**src/rtl/sfld_pkg.sv**
```systemverilog
`timescale 1ns / 1ps
// Shared types, codes and constants of the framed link deframer.
package sfld_pkg;

    // Field widths fixed by the link format
    localparam int unsigned BYTE_W    = 8;
    localparam int unsigned WORD_W    = 32;
    localparam int unsigned IDX_W     = 6;
    localparam int unsigned COUNT_W   = 8;
    localparam int unsigned CFG_IDX_W = 2;

    // Default frame length in words
    localparam int unsigned FRAME_WORDS_DEF = 16;

    // Command queue between front and back
    localparam int unsigned CMD_DEPTH = 4;
    localparam int unsigned CMD_PW    = 2;

    // Input kinds
    localparam logic [1:0] KIND_BYTE     = 2'd0;
    localparam logic [1:0] KIND_TICK     = 2'd1;
    localparam logic [1:0] KIND_LINK_ERR = 2'd2;

    // Result event codes
    localparam logic EV_WORD    = 1'b0;
    localparam logic EV_TIMEOUT = 1'b1;

    // Configuration register indexes
    localparam logic [CFG_IDX_W-1:0] CFG_SYNC_FIRST    = 2'd0;
    localparam logic [CFG_IDX_W-1:0] CFG_SYNC_SECOND   = 2'd1;
    localparam logic [CFG_IDX_W-1:0] CFG_TIMEOUT_TICKS = 2'd2;

    // Configuration reset values
    localparam logic [BYTE_W-1:0] SYNC_FIRST_RST    = 8'd165;
    localparam logic [BYTE_W-1:0] SYNC_SECOND_RST   = 8'd90;
    localparam logic [BYTE_W-1:0] TIMEOUT_TICKS_RST = 8'd3;

    localparam logic [COUNT_W-1:0] IDLE_MAX = 8'd255;

    typedef struct packed {
        logic [1:0]        kind;
        logic [BYTE_W-1:0] byte_value;
    } t_item;

    typedef struct packed {
        logic              event_res;
        logic [WORD_W-1:0] word;
        logic [IDX_W-1:0]  word_index;
        logic              last;
        logic [COUNT_W-1:0] bytes_held;
    } t_result;

    typedef struct packed {
        logic [BYTE_W-1:0] sync_first;
        logic [BYTE_W-1:0] sync_second;
        logic [BYTE_W-1:0] timeout_ticks;
    } t_cfg;

    typedef enum logic {
        CMD_WORD    = 1'b0,
        CMD_TIMEOUT = 1'b1
    } t_cmd_op;

    typedef struct packed {
        t_cmd_op            op;
        logic               frame_end;
        logic [IDX_W-1:0]   idx;
        logic [WORD_W-1:0]  data;
        logic [COUNT_W-1:0] held;
    } t_cmd;

endpackage

```
**src/rtl/sfld_ram.sv**
```systemverilog
`timescale 1ns / 1ps
// Generic single-write, single-read RAM with registered read data.
module sfld_ram #(
    parameter int unsigned WIDTH = 32,
    parameter int unsigned DEPTH = 16
) (
    input  logic                  i_clk,
    input  logic                  i_wr_en,
    input  logic [((DEPTH > 1) ? $clog2(DEPTH) : 1)-1:0] i_wr_addr,
    input  logic [WIDTH-1:0]      i_wr_data,
    input  logic [((DEPTH > 1) ? $clog2(DEPTH) : 1)-1:0] i_rd_addr,
    output logic [WIDTH-1:0]      o_rd_data
);

    logic [WIDTH-1:0] r_mem [DEPTH];

    always_ff @(posedge i_clk) begin
        if (i_wr_en) begin
            r_mem[i_wr_addr] <= i_wr_data;
        end
        o_rd_data <= r_mem[i_rd_addr];
    end

endmodule

```
**src/rtl/sfld_front.sv**
```systemverilog
`timescale 1ns / 1ps
// Front end: sync hunt, byte packing and idle timeout, issuing store commands.
module sfld_front import sfld_pkg::*; #(
    parameter int unsigned FRAME_WORDS = FRAME_WORDS_DEF
) (
    input  logic  i_clk,
    input  logic  i_rst_n,
    input  logic  i_push,
    input  logic  i_full,
    input  t_item i_item,
    input  t_cfg  i_cfg,
    output logic  o_cmd_push,
    output t_cmd  o_cmd
);

    localparam logic [COUNT_W-1:0] LAST_BYTE = COUNT_W'(4 * FRAME_WORDS - 1);

    typedef enum logic [1:0] {
        FS_HUNT0 = 2'd0,
        FS_HUNT1 = 2'd1,
        FS_READ  = 2'd2
    } t_fstate;

    t_fstate             r_state, n_state;
    logic [COUNT_W-1:0]  r_byte_count, n_byte_count;
    logic [COUNT_W-1:0]  r_idle, n_idle;
    logic [23:0]         r_shift, n_shift;
    logic [COUNT_W-1:0]  idle_inc;
    logic                accept;
    logic [BYTE_W-1:0]   b;

    assign accept   = i_push && !i_full;
    assign b        = i_item.byte_value;
    assign idle_inc = (r_idle != IDLE_MAX) ? r_idle + 1'b1 : r_idle;

    always_comb begin
        n_state      = r_state;
        n_byte_count = r_byte_count;
        n_idle       = r_idle;
        n_shift      = r_shift;
        o_cmd_push   = 1'b0;
        o_cmd        = '0;
        if (accept) begin
            case (i_item.kind)
                KIND_BYTE: begin
                    case (r_state)
                        FS_HUNT0: begin
                            if (b == i_cfg.sync_first) begin
                                n_state = FS_HUNT1;
                            end
                        end
                        FS_HUNT1: begin
                            if (b == i_cfg.sync_second) begin
                                n_state      = FS_READ;
                                n_byte_count = '0;
                                n_idle       = '0;
                            end else if (b != i_cfg.sync_first) begin
                                n_state = FS_HUNT0;
                            end
                        end
                        FS_READ: begin
                            n_idle       = '0;
                            n_shift      = {r_shift[15:0], b};
                            n_byte_count = r_byte_count + 1'b1;
                            if (r_byte_count[1:0] == 2'd3) begin
                                o_cmd_push      = 1'b1;
                                o_cmd.op        = CMD_WORD;
                                o_cmd.idx       = r_byte_count[COUNT_W-1:2];
                                o_cmd.data      = {r_shift, b};
                                o_cmd.frame_end = (r_byte_count == LAST_BYTE);
                            end
                            if (r_byte_count == LAST_BYTE) begin
                                n_state      = FS_HUNT0;
                                n_byte_count = '0;
                            end
                        end
                        default: begin
                            n_state      = FS_HUNT0;
                            n_byte_count = '0;
                            n_idle       = '0;
                        end
                    endcase
                end
                KIND_TICK: begin
                    if (r_state == FS_READ) begin
                        n_idle = idle_inc;
                        if (idle_inc > i_cfg.timeout_ticks) begin
                            o_cmd_push   = 1'b1;
                            o_cmd.op     = CMD_TIMEOUT;
                            o_cmd.held   = r_byte_count;
                            n_state      = FS_HUNT0;
                            n_byte_count = '0;
                            n_idle       = '0;
                        end
                    end
                end
                KIND_LINK_ERR: begin
                    n_state      = FS_HUNT0;
                    n_byte_count = '0;
                    n_idle       = '0;
                end
                default: begin
                end
            endcase
        end
    end

    always_ff @(posedge i_clk) begin
        r_shift <= n_shift;
        if (!i_rst_n) begin
            r_state      <= FS_HUNT0;
            r_byte_count <= '0;
            r_idle       <= '0;
        end else begin
            r_state      <= n_state;
            r_byte_count <= n_byte_count;
            r_idle       <= n_idle;
        end
    end

endmodule

```
**src/rtl/sfld_cmd_fifo.sv**
```systemverilog
`timescale 1ns / 1ps
// Short command queue between the front end and the back end.
module sfld_cmd_fifo import sfld_pkg::*; (
    input  logic i_clk,
    input  logic i_rst_n,
    input  logic i_push,
    input  t_cmd i_cmd,
    input  logic i_pop,
    output logic o_full,
    output logic o_valid,
    output t_cmd o_cmd
);

    t_cmd              r_mem [CMD_DEPTH];
    logic [CMD_PW-1:0] r_wr_ptr;
    logic [CMD_PW-1:0] r_rd_ptr;
    logic [CMD_PW:0]   r_count;
    logic              do_push;
    logic              do_pop;

    assign o_full  = (r_count == (CMD_PW+1)'(CMD_DEPTH));
    assign o_valid = (r_count != '0);
    assign o_cmd   = r_mem[r_rd_ptr];
    assign do_push = i_push && !o_full;
    assign do_pop  = i_pop && o_valid;

    always_ff @(posedge i_clk) begin
        if (do_push) begin
            r_mem[r_wr_ptr] <= i_cmd;
        end
        if (!i_rst_n) begin
            r_wr_ptr <= '0;
            r_rd_ptr <= '0;
            r_count  <= '0;
        end else begin
            if (do_push) begin
                r_wr_ptr <= r_wr_ptr + 1'b1;
            end
            if (do_pop) begin
                r_rd_ptr <= r_rd_ptr + 1'b1;
            end
            case ({do_push, do_pop})
                2'b10:   r_count <= r_count + 1'b1;
                2'b01:   r_count <= r_count - 1'b1;
                default: r_count <= r_count;
            endcase
        end
    end

endmodule

```
**src/rtl/sfld_back.sv**
```systemverilog
`timescale 1ns / 1ps
// Back end: writes words to the store and plays out frames and timeouts.
module sfld_back import sfld_pkg::*; #(
    parameter int unsigned FRAME_WORDS = FRAME_WORDS_DEF
) (
    input  logic              i_clk,
    input  logic              i_rst_n,
    input  logic              i_cmd_valid,
    input  t_cmd              i_cmd,
    output logic              o_cmd_pop,
    output logic              o_ram_we,
    output logic [((FRAME_WORDS > 1) ? $clog2(FRAME_WORDS) : 1)-1:0] o_ram_waddr,
    output logic [WORD_W-1:0] o_ram_wdata,
    output logic [((FRAME_WORDS > 1) ? $clog2(FRAME_WORDS) : 1)-1:0] o_ram_raddr,
    input  logic [WORD_W-1:0] i_ram_rdata,
    input  logic              i_pop,
    output logic              o_valid,
    output t_result           o_result
);

    localparam int unsigned AW = (FRAME_WORDS > 1) ? $clog2(FRAME_WORDS) : 1;
    localparam logic [IDX_W-1:0] LAST_IDX = IDX_W'(FRAME_WORDS - 1);

    typedef enum logic [1:0] {
        B_IDLE = 2'd0,
        B_READ = 2'd1,
        B_WAIT = 2'd2
    } t_bstate;

    t_bstate          r_state, n_state;
    logic [IDX_W-1:0] r_idx, n_idx;
    logic             r_out_valid, n_out_valid;
    t_result          r_out, n_out;
    logic             out_free;

    assign out_free    = !r_out_valid || i_pop;
    assign o_ram_waddr = i_cmd.idx[AW-1:0];
    assign o_ram_wdata = i_cmd.data;
    assign o_ram_raddr = r_idx[AW-1:0];
    assign o_valid     = r_out_valid;
    assign o_result    = r_out;

    always_comb begin
        n_state     = r_state;
        n_idx       = r_idx;
        n_out_valid = r_out_valid && !i_pop;
        n_out       = r_out;
        o_cmd_pop   = 1'b0;
        o_ram_we    = 1'b0;
        case (r_state)
            B_IDLE: begin
                if (i_cmd_valid) begin
                    if (i_cmd.op == CMD_WORD) begin
                        o_cmd_pop = 1'b1;
                        o_ram_we  = 1'b1;
                        if (i_cmd.frame_end) begin
                            n_idx   = '0;
                            n_state = B_READ;
                        end
                    end else if (out_free) begin
                        o_cmd_pop        = 1'b1;
                        n_out_valid      = 1'b1;
                        n_out.event_res  = EV_TIMEOUT;
                        n_out.word       = '0;
                        n_out.word_index = '0;
                        n_out.last       = 1'b1;
                        n_out.bytes_held = i_cmd.held;
                    end
                end
            end
            B_READ: begin
                n_state = B_WAIT;
            end
            B_WAIT: begin
                if (out_free) begin
                    n_out_valid      = 1'b1;
                    n_out.event_res  = EV_WORD;
                    n_out.word       = i_ram_rdata;
                    n_out.word_index = r_idx;
                    n_out.last       = (r_idx == LAST_IDX);
                    n_out.bytes_held = '0;
                    if (r_idx == LAST_IDX) begin
                        n_state = B_IDLE;
                    end else begin
                        n_idx   = r_idx + 1'b1;
                        n_state = B_READ;
                    end
                end
            end
            default: begin
                n_state = B_IDLE;
            end
        endcase
    end

    always_ff @(posedge i_clk) begin
        r_out <= n_out;
        if (!i_rst_n) begin
            r_state     <= B_IDLE;
            r_idx       <= '0;
            r_out_valid <= 1'b0;
        end else begin
            r_state     <= n_state;
            r_idx       <= n_idx;
            r_out_valid <= n_out_valid;
        end
    end

endmodule

```
**src/rtl/sync_framed_link_deframer_unit.sv**
```systemverilog
`timescale 1ns / 1ps
// Top level of the two-byte-sync fixed-length frame deframer.
//
// Link bytes, timer ticks and link-error events go in through a queue-style
// port (push/full); frame words and timeout notices come out through another
// (empty/pop). The front end takes one input transaction per clock while its
// command queue (4 entries) has room: it hunts for the sync pair, packs bytes
// big-endian into 32-bit words and tracks idle ticks. Each finished word goes
// through the queue to the back end, which writes it into a word RAM of
// FRAME_WORDS entries. When the last word of a frame lands, the back end
// plays the frame out word by word: a registered RAM read, then a load of
// the result register, which waits while an unpopped result is still held.
// During the burst the front end keeps taking input until the queue fills.
// A timeout notice is loaded into the result register from the idle state
// once that register is free. The word RAM needs no clearing pass: every
// word is written in full before it is read.
module sync_framed_link_deframer_unit import sfld_pkg::*; #(
    parameter int unsigned FRAME_WORDS = FRAME_WORDS_DEF
) (
    input  logic                 i_clk,
    input  logic                 i_rst_n,
    // input transactions
    input  logic                 push,
    output logic                 full,
    input  t_item                i_item,
    // result transactions
    output logic                 empty,
    input  logic                 pop,
    output t_result              o_result,
    // configuration writes
    input  logic                 i_cfg_wr_en,
    input  logic [CFG_IDX_W-1:0] i_cfg_addr,
    input  logic [BYTE_W-1:0]    i_cfg_wdata
);

    localparam int unsigned AW = (FRAME_WORDS > 1) ? $clog2(FRAME_WORDS) : 1;

    t_cfg              r_cfg;
    logic              cmd_push;
    t_cmd              cmd_in;
    logic              cmd_valid;
    t_cmd              cmd_out;
    logic              cmd_pop;
    logic              ram_we;
    logic [AW-1:0]     ram_waddr;
    logic [WORD_W-1:0] ram_wdata;
    logic [AW-1:0]     ram_raddr;
    logic [WORD_W-1:0] ram_rdata;
    logic              res_valid;

    assign empty = !res_valid;

    // Configuration registers; writes to unused indexes are dropped
    always_ff @(posedge i_clk) begin
        if (!i_rst_n) begin
            r_cfg.sync_first    <= SYNC_FIRST_RST;
            r_cfg.sync_second   <= SYNC_SECOND_RST;
            r_cfg.timeout_ticks <= TIMEOUT_TICKS_RST;
        end else if (i_cfg_wr_en) begin
            case (i_cfg_addr)
                CFG_SYNC_FIRST:    r_cfg.sync_first    <= i_cfg_wdata;
                CFG_SYNC_SECOND:   r_cfg.sync_second   <= i_cfg_wdata;
                CFG_TIMEOUT_TICKS: r_cfg.timeout_ticks <= i_cfg_wdata;
                default: begin
                end
            endcase
        end
    end

    sfld_front #(
        .FRAME_WORDS (FRAME_WORDS)
    ) u_front (
        .i_clk      (i_clk),
        .i_rst_n    (i_rst_n),
        .i_push     (push),
        .i_full     (full),
        .i_item     (i_item),
        .i_cfg      (r_cfg),
        .o_cmd_push (cmd_push),
        .o_cmd      (cmd_in)
    );

    // Queue full is what stalls the input side
    sfld_cmd_fifo u_cmd_fifo (
        .i_clk   (i_clk),
        .i_rst_n (i_rst_n),
        .i_push  (cmd_push),
        .i_cmd   (cmd_in),
        .i_pop   (cmd_pop),
        .o_full  (full),
        .o_valid (cmd_valid),
        .o_cmd   (cmd_out)
    );

    sfld_ram #(
        .WIDTH (WORD_W),
        .DEPTH (FRAME_WORDS)
    ) u_word_ram (
        .i_clk     (i_clk),
        .i_wr_en   (ram_we),
        .i_wr_addr (ram_waddr),
        .i_wr_data (ram_wdata),
        .i_rd_addr (ram_raddr),
        .o_rd_data (ram_rdata)
    );

    sfld_back #(
        .FRAME_WORDS (FRAME_WORDS)
    ) u_back (
        .i_clk       (i_clk),
        .i_rst_n     (i_rst_n),
        .i_cmd_valid (cmd_valid),
        .i_cmd       (cmd_out),
        .o_cmd_pop   (cmd_pop),
        .o_ram_we    (ram_we),
        .o_ram_waddr (ram_waddr),
        .o_ram_wdata (ram_wdata),
        .o_ram_raddr (ram_raddr),
        .i_ram_rdata (ram_rdata),
        .i_pop       (pop),
        .o_valid     (res_valid),
        .o_result    (o_result)
    );

    // The front end only issues a command on an accepted transaction
    a_no_cmd_overflow: assert property (@(posedge i_clk) disable iff (!i_rst_n)
        cmd_push |-> !full)
        else $error("command issued into a full queue");

    // Frame words carry last exactly on the final index
    a_word_last: assert property (@(posedge i_clk) disable iff (!i_rst_n)
        (!empty && (o_result.event_res == EV_WORD)) |->
        (o_result.last == (o_result.word_index == IDX_W'(FRAME_WORDS - 1))))
        else $error("last flag does not match word index");

    // A timeout reports fewer bytes than a full frame and is marked last
    a_timeout_held: assert property (@(posedge i_clk) disable iff (!i_rst_n)
        (!empty && (o_result.event_res == EV_TIMEOUT)) |->
        (o_result.last && (o_result.bytes_held < COUNT_W'(4 * FRAME_WORDS))))
        else $error("malformed timeout result");

endmodule
```
**config.mk**
```make
export PLATFORM = sky130hd
export DESIGN_NAME = sync_framed_link_deframer_unit
export DESIGN_NICKNAME = d
export VERILOG_FILES = /design/src/rtl/sfld_pkg.sv /design/src/rtl/sfld_ram.sv /design/src/rtl/sfld_front.sv /design/src/rtl/sfld_cmd_fifo.sv /design/src/rtl/sfld_back.sv /design/src/rtl/sync_framed_link_deframer_unit.sv
export SDC_FILE = /design/constraint.sdc
export NUM_CORES = 1
export LEC_CHECK = 0
export BUFFER_PORTS_ARGS = -buffer_cell sky130_fd_sc_hd__buf_2
export CORE_ASPECT_RATIO = 0.7
export CORE_MARGIN = 3
export CORE_UTILIZATION = 55
export DETAILED_ROUTE_END_ITERATION = 8
export MAX_ROUTING_LAYER = met4
export PLACE_DENSITY = 0.74
export SLEW_MARGIN = 20
export SYNTH_ARGS = -nofsm -noshare
export SYNTH_HDL_FRONTEND = slang
export SYNTH_SLANG_ARGS = --single-unit
```
**constraint.sdc**
```tcl
create_clock -name i_clk -period 5.2 [get_ports i_clk]
set_input_delay 1.04 -clock i_clk [delete_from_list [all_inputs] [get_ports i_clk]]
set_output_delay 1.04 -clock i_clk [all_outputs]
set_load 0.02 [all_outputs]
```
==> results.yml <==
hold_path:
  min_path_type: "reg2reg"
  whs_endpoint: "u_front.r_shift[23]"
  min_from: "u_front.r_shift[15]"
  holdPathStages: 0
routing:
  wl_per_cell_um: 25.95
  wl_met1_um: 28980
  post-route-drc-count: 0
  final_antenna_net_count: 0
  first_iter_violations: 1718
  route.met2.wl_um: 31600
  first_pass_iters: 6
  dr_wl_met3_um: 4861
  top_layer: "met4"
  wl_um: 66590
  routed_via_density: 6.090
  vias: 15626
clock_tree:
  cts_tree: "built"
  clock_latency_ns: 0.63
  postCtsHoldBufs: 0
  clock_sinks: 860
  path_clk_slew_ns: 0.07
  ctsResizeCount: 0
  root_buffer: "clkbuf_16"
  clk_path_buf_depth: 3
  post_cts_buffers: 0
  cts_max_level: 3
  numCtsBuffers: 79
grt:
  grtUsageTotal_pct: 22.60
  grt_max_degree: 79
  grt_pass1_wl_um: 101500
  antenna_found_initial: 0
  grt_pass1_vias: 15795
  overflow: 0
worst_setup_path:
  r2r.worst_path.cells: 14
  r2r_slack_ns: 0.63
  critPathRequiredTime_ns: 5.50
  crit_type: "reg2reg"
  arrival_ns: 4.87
  crit_path_start_kind: "flip-flop"
  endpoint_kind: "flip-flop"
  r2r-end: "u_cmd_fifo.r_mem[0][6]"
  r2r_start: "u_front.r_idle[0]"
  worst-path-max-fanout: 28
finish:
  nFillCells: 3875
  fin_nets: 1744
  layout-drive-gt1-share_pct: 27.10
  stdcell_count: 2566
  seq_area_sq_um: 24920
  fin_area_sq_um: 36770
  final_util_pct: 62.74
  multiInputGateArea_sq_um: 7496
  area_delta_synth_final_pct: 12.33
pwr:
  ir_worst_vdd_mv: 0.3267
  pwr-share-seq_pct: 53.4
  power.share.switching_pct: 23.35
  p_leak_nw: 11.96
  comb_power_share_pct: 10.2
  switching_power_mw: 3.564
  p_int_mw: 11.70
  powerDensity_nw_per_um2: 415.1
  p_total_mw: 15.26
  clock_power_share_pct: 36.5
timing:
  setup_ws_ns: 0.6293
  hold_slack_ns: 0.4423
  tns_ns: 0
  finalHoldViolations: 0
  fin_crit_sh_pct: 87.90
  fin_crit_ns: 4.571
  skew_ns: 0.02815
  worst_pin_slew_ns: 1.040
  maxSlewHeadroom_pct: 30.49
  fmax_mhz: 218.8
  setup_viol: 0
  drv_slew: 0
  rsz0062_at_grt: "no"
yosys:
  ys_types: 63
  syn_area_per_cell_sq_um: 20.80
  yosysSeqAreaShare_pct: 76.08
  synth_top_area_share_pct: 70.45
  synth_cells: 1574
  synth_area_sq_um: 32740
  yosys_warnings: 0
  syn_nets: 1620
  synth_largest_area_cell: "edfxtp_1"
  ys_ff_latch: 860
  netlist_top_cells_area: "edfxtp_1, mux4_2, dfxtp_1, and2_1, mux2i_1"
  synth_edf_count: 768
  ys_async_sr_fraction_pct: 0
  synth-main-ff-cell: "edfxtp_1"
placement:
  place_area_sq_um: 34250
  dp_cells: 2415
  hpwl_um: 38850
  pre_cts_ws_ns: 0.7244
  globalplace.congestion: 0.8251
  portBuffers: 74
floorplan:
  die_x_um: 297.6
  num_rows: 74
  dieArea_sq_um: 62530
  core-area_sq_um: 58610
  dieHeight_um: 210.1
  ios: 75
  start_util_pct: 55.85
outcome:
  outcome: "finished, final reports clean"
run:
  cap_violations: 0
-- cells in the final DEF (no fill, tap or decap), drive strengths merged, types with 4 or more instances in the layout --
cell,n
xnor2,12
mux4,206
buf,114
and3,14
nor2,59
xor2,15
nor3,5
diode,4
clkinv,28
o22ai,4
o21ai,9
nand4,11
nor2b,7
mux2i,26
nand2b,6
a21oi,22
nand3,17
nand2,36
clkbuf,113
edfxtp,768
and2,98
nand3b,6
inv,26
dfxtp,92
ha,20
-- registers in the layout (all words and copies together) (netlist names), named ones only --
register,flops
u_cmd_fifo.r_rd_ptr,2
u_front.r_state,2
r_cfg,24
u_back.o_result,48
u_back.r_idx,6
u_cmd_fifo.r_mem,184
u_front.r_idle,8
u_cmd_fifo.r_count,3
u_cmd_fifo.r_wr_ptr,2
u_back.o_valid,1
u_word_ram.o_rd_data,32
u_front.r_shift,24
u_front.r_byte_count,8
u_back.r_state,2
u_word_ram.r_mem,512
-- per-layer routing --
metal  vias up  GRT usage, %
met3       106         4.252
met2       646         33.79
met1      8237         33.15
met4         0         4.971
met5         -             -
li1       6637             -
-- cell families (layout without fill, tap and decap cells) --
group / Yosys count / count (layout) / synth area share, %
DFF: 860 / 860 / 76.08
and+or+nand+nor: 275 / 275 / 4.598
muxes: 233 / 233 / 15.00
buffers and inverters: 96 / 286 / 1.449
AOI/OAI and AO/OA: 62 / 62 / 1.326
xor gates and xnor gates: 27 / 27 / 0.7224
adders and majority gates: 21 / 21 / 0.8256
other: 0 / 4 / 0
-- worst max path at each step --
stage / start / end / slack, ns / depth (start not counted)
floorplan: pop / u_back.o_result[0] / 0.25 / 2
global route: u_front.r_idle[0] / u_cmd_fifo.r_mem[0][6] / 0.36 / 14
finish: u_front.r_idle[0] / u_cmd_fifo.r_mem[0][6] / 0.63 / 14
global placement: u_front.r_idle[0] / u_cmd_fifo.r_mem[3][14] / 0.88 / 14
CTS: u_front.r_idle[0] / u_cmd_fifo.r_mem[0][6] / 0.68 / 14
detailed placement: u_front.r_idle[0] / u_cmd_fifo.r_mem[0][7] / 0.72 / 14
-- cells in the mapped netlist (11+ instances only) --
library cell  number
and2_1            97
clkbuf_1          37
nand3_1           17
inv_1             24
xnor2_1           12
mux2i_1           26
dfxtp_1           92
nor2_1            58
buf_6             12
nand2_1           35
and3_1            14
mux4_2           206
buf_2             13
xor2_1            15
a21oi_1           22
edfxtp_1         768
nand4_1           11
ha_1              20
-- critical path: stages (launching register included) --
cell	delay, ns
dfxtp_1	0.44
ha_1	0.27
and3_1	0.24
and3_1	0.27
nand3_1	0.25
nand3_1	0.25
xnor2_1	0.16
ha_1	0.27
nand4_1	0.13
nor2_1	0.06
a211o_1	0.26
a21bo_2	0.24
a21boi_1	0.47
and2_2	0.64
buf_12	0.28
-- power groups by stage --
stage,logic (mW),registers (mW),clock network (mW)
3_3_place_gp,1.53,8.29,0
3_5_place_dp,1.58,8.30,0
5_1_grt,1.69,8.17,5.96
4_1_cts,1.58,8.15,5.68
2_1_floorplan,1.31,8.70,0
6_report,1.55,8.14,5.57
-- cell type report --
type | instances | area share, %
Sequential cell | 860 | 67.77
Multi-Input combinational cell | 618 | 20.39
Clock buffer | 113 | 6.176
Tap cell | 798 | 2.715
Timing Repair Buffer | 114 | 2.028
Clock inverter | 34 | 0.6465
Inverter | 25 | 0.2552
Antenna cell | 4 | 0.02722
Power figures use the tool's default switching activity.
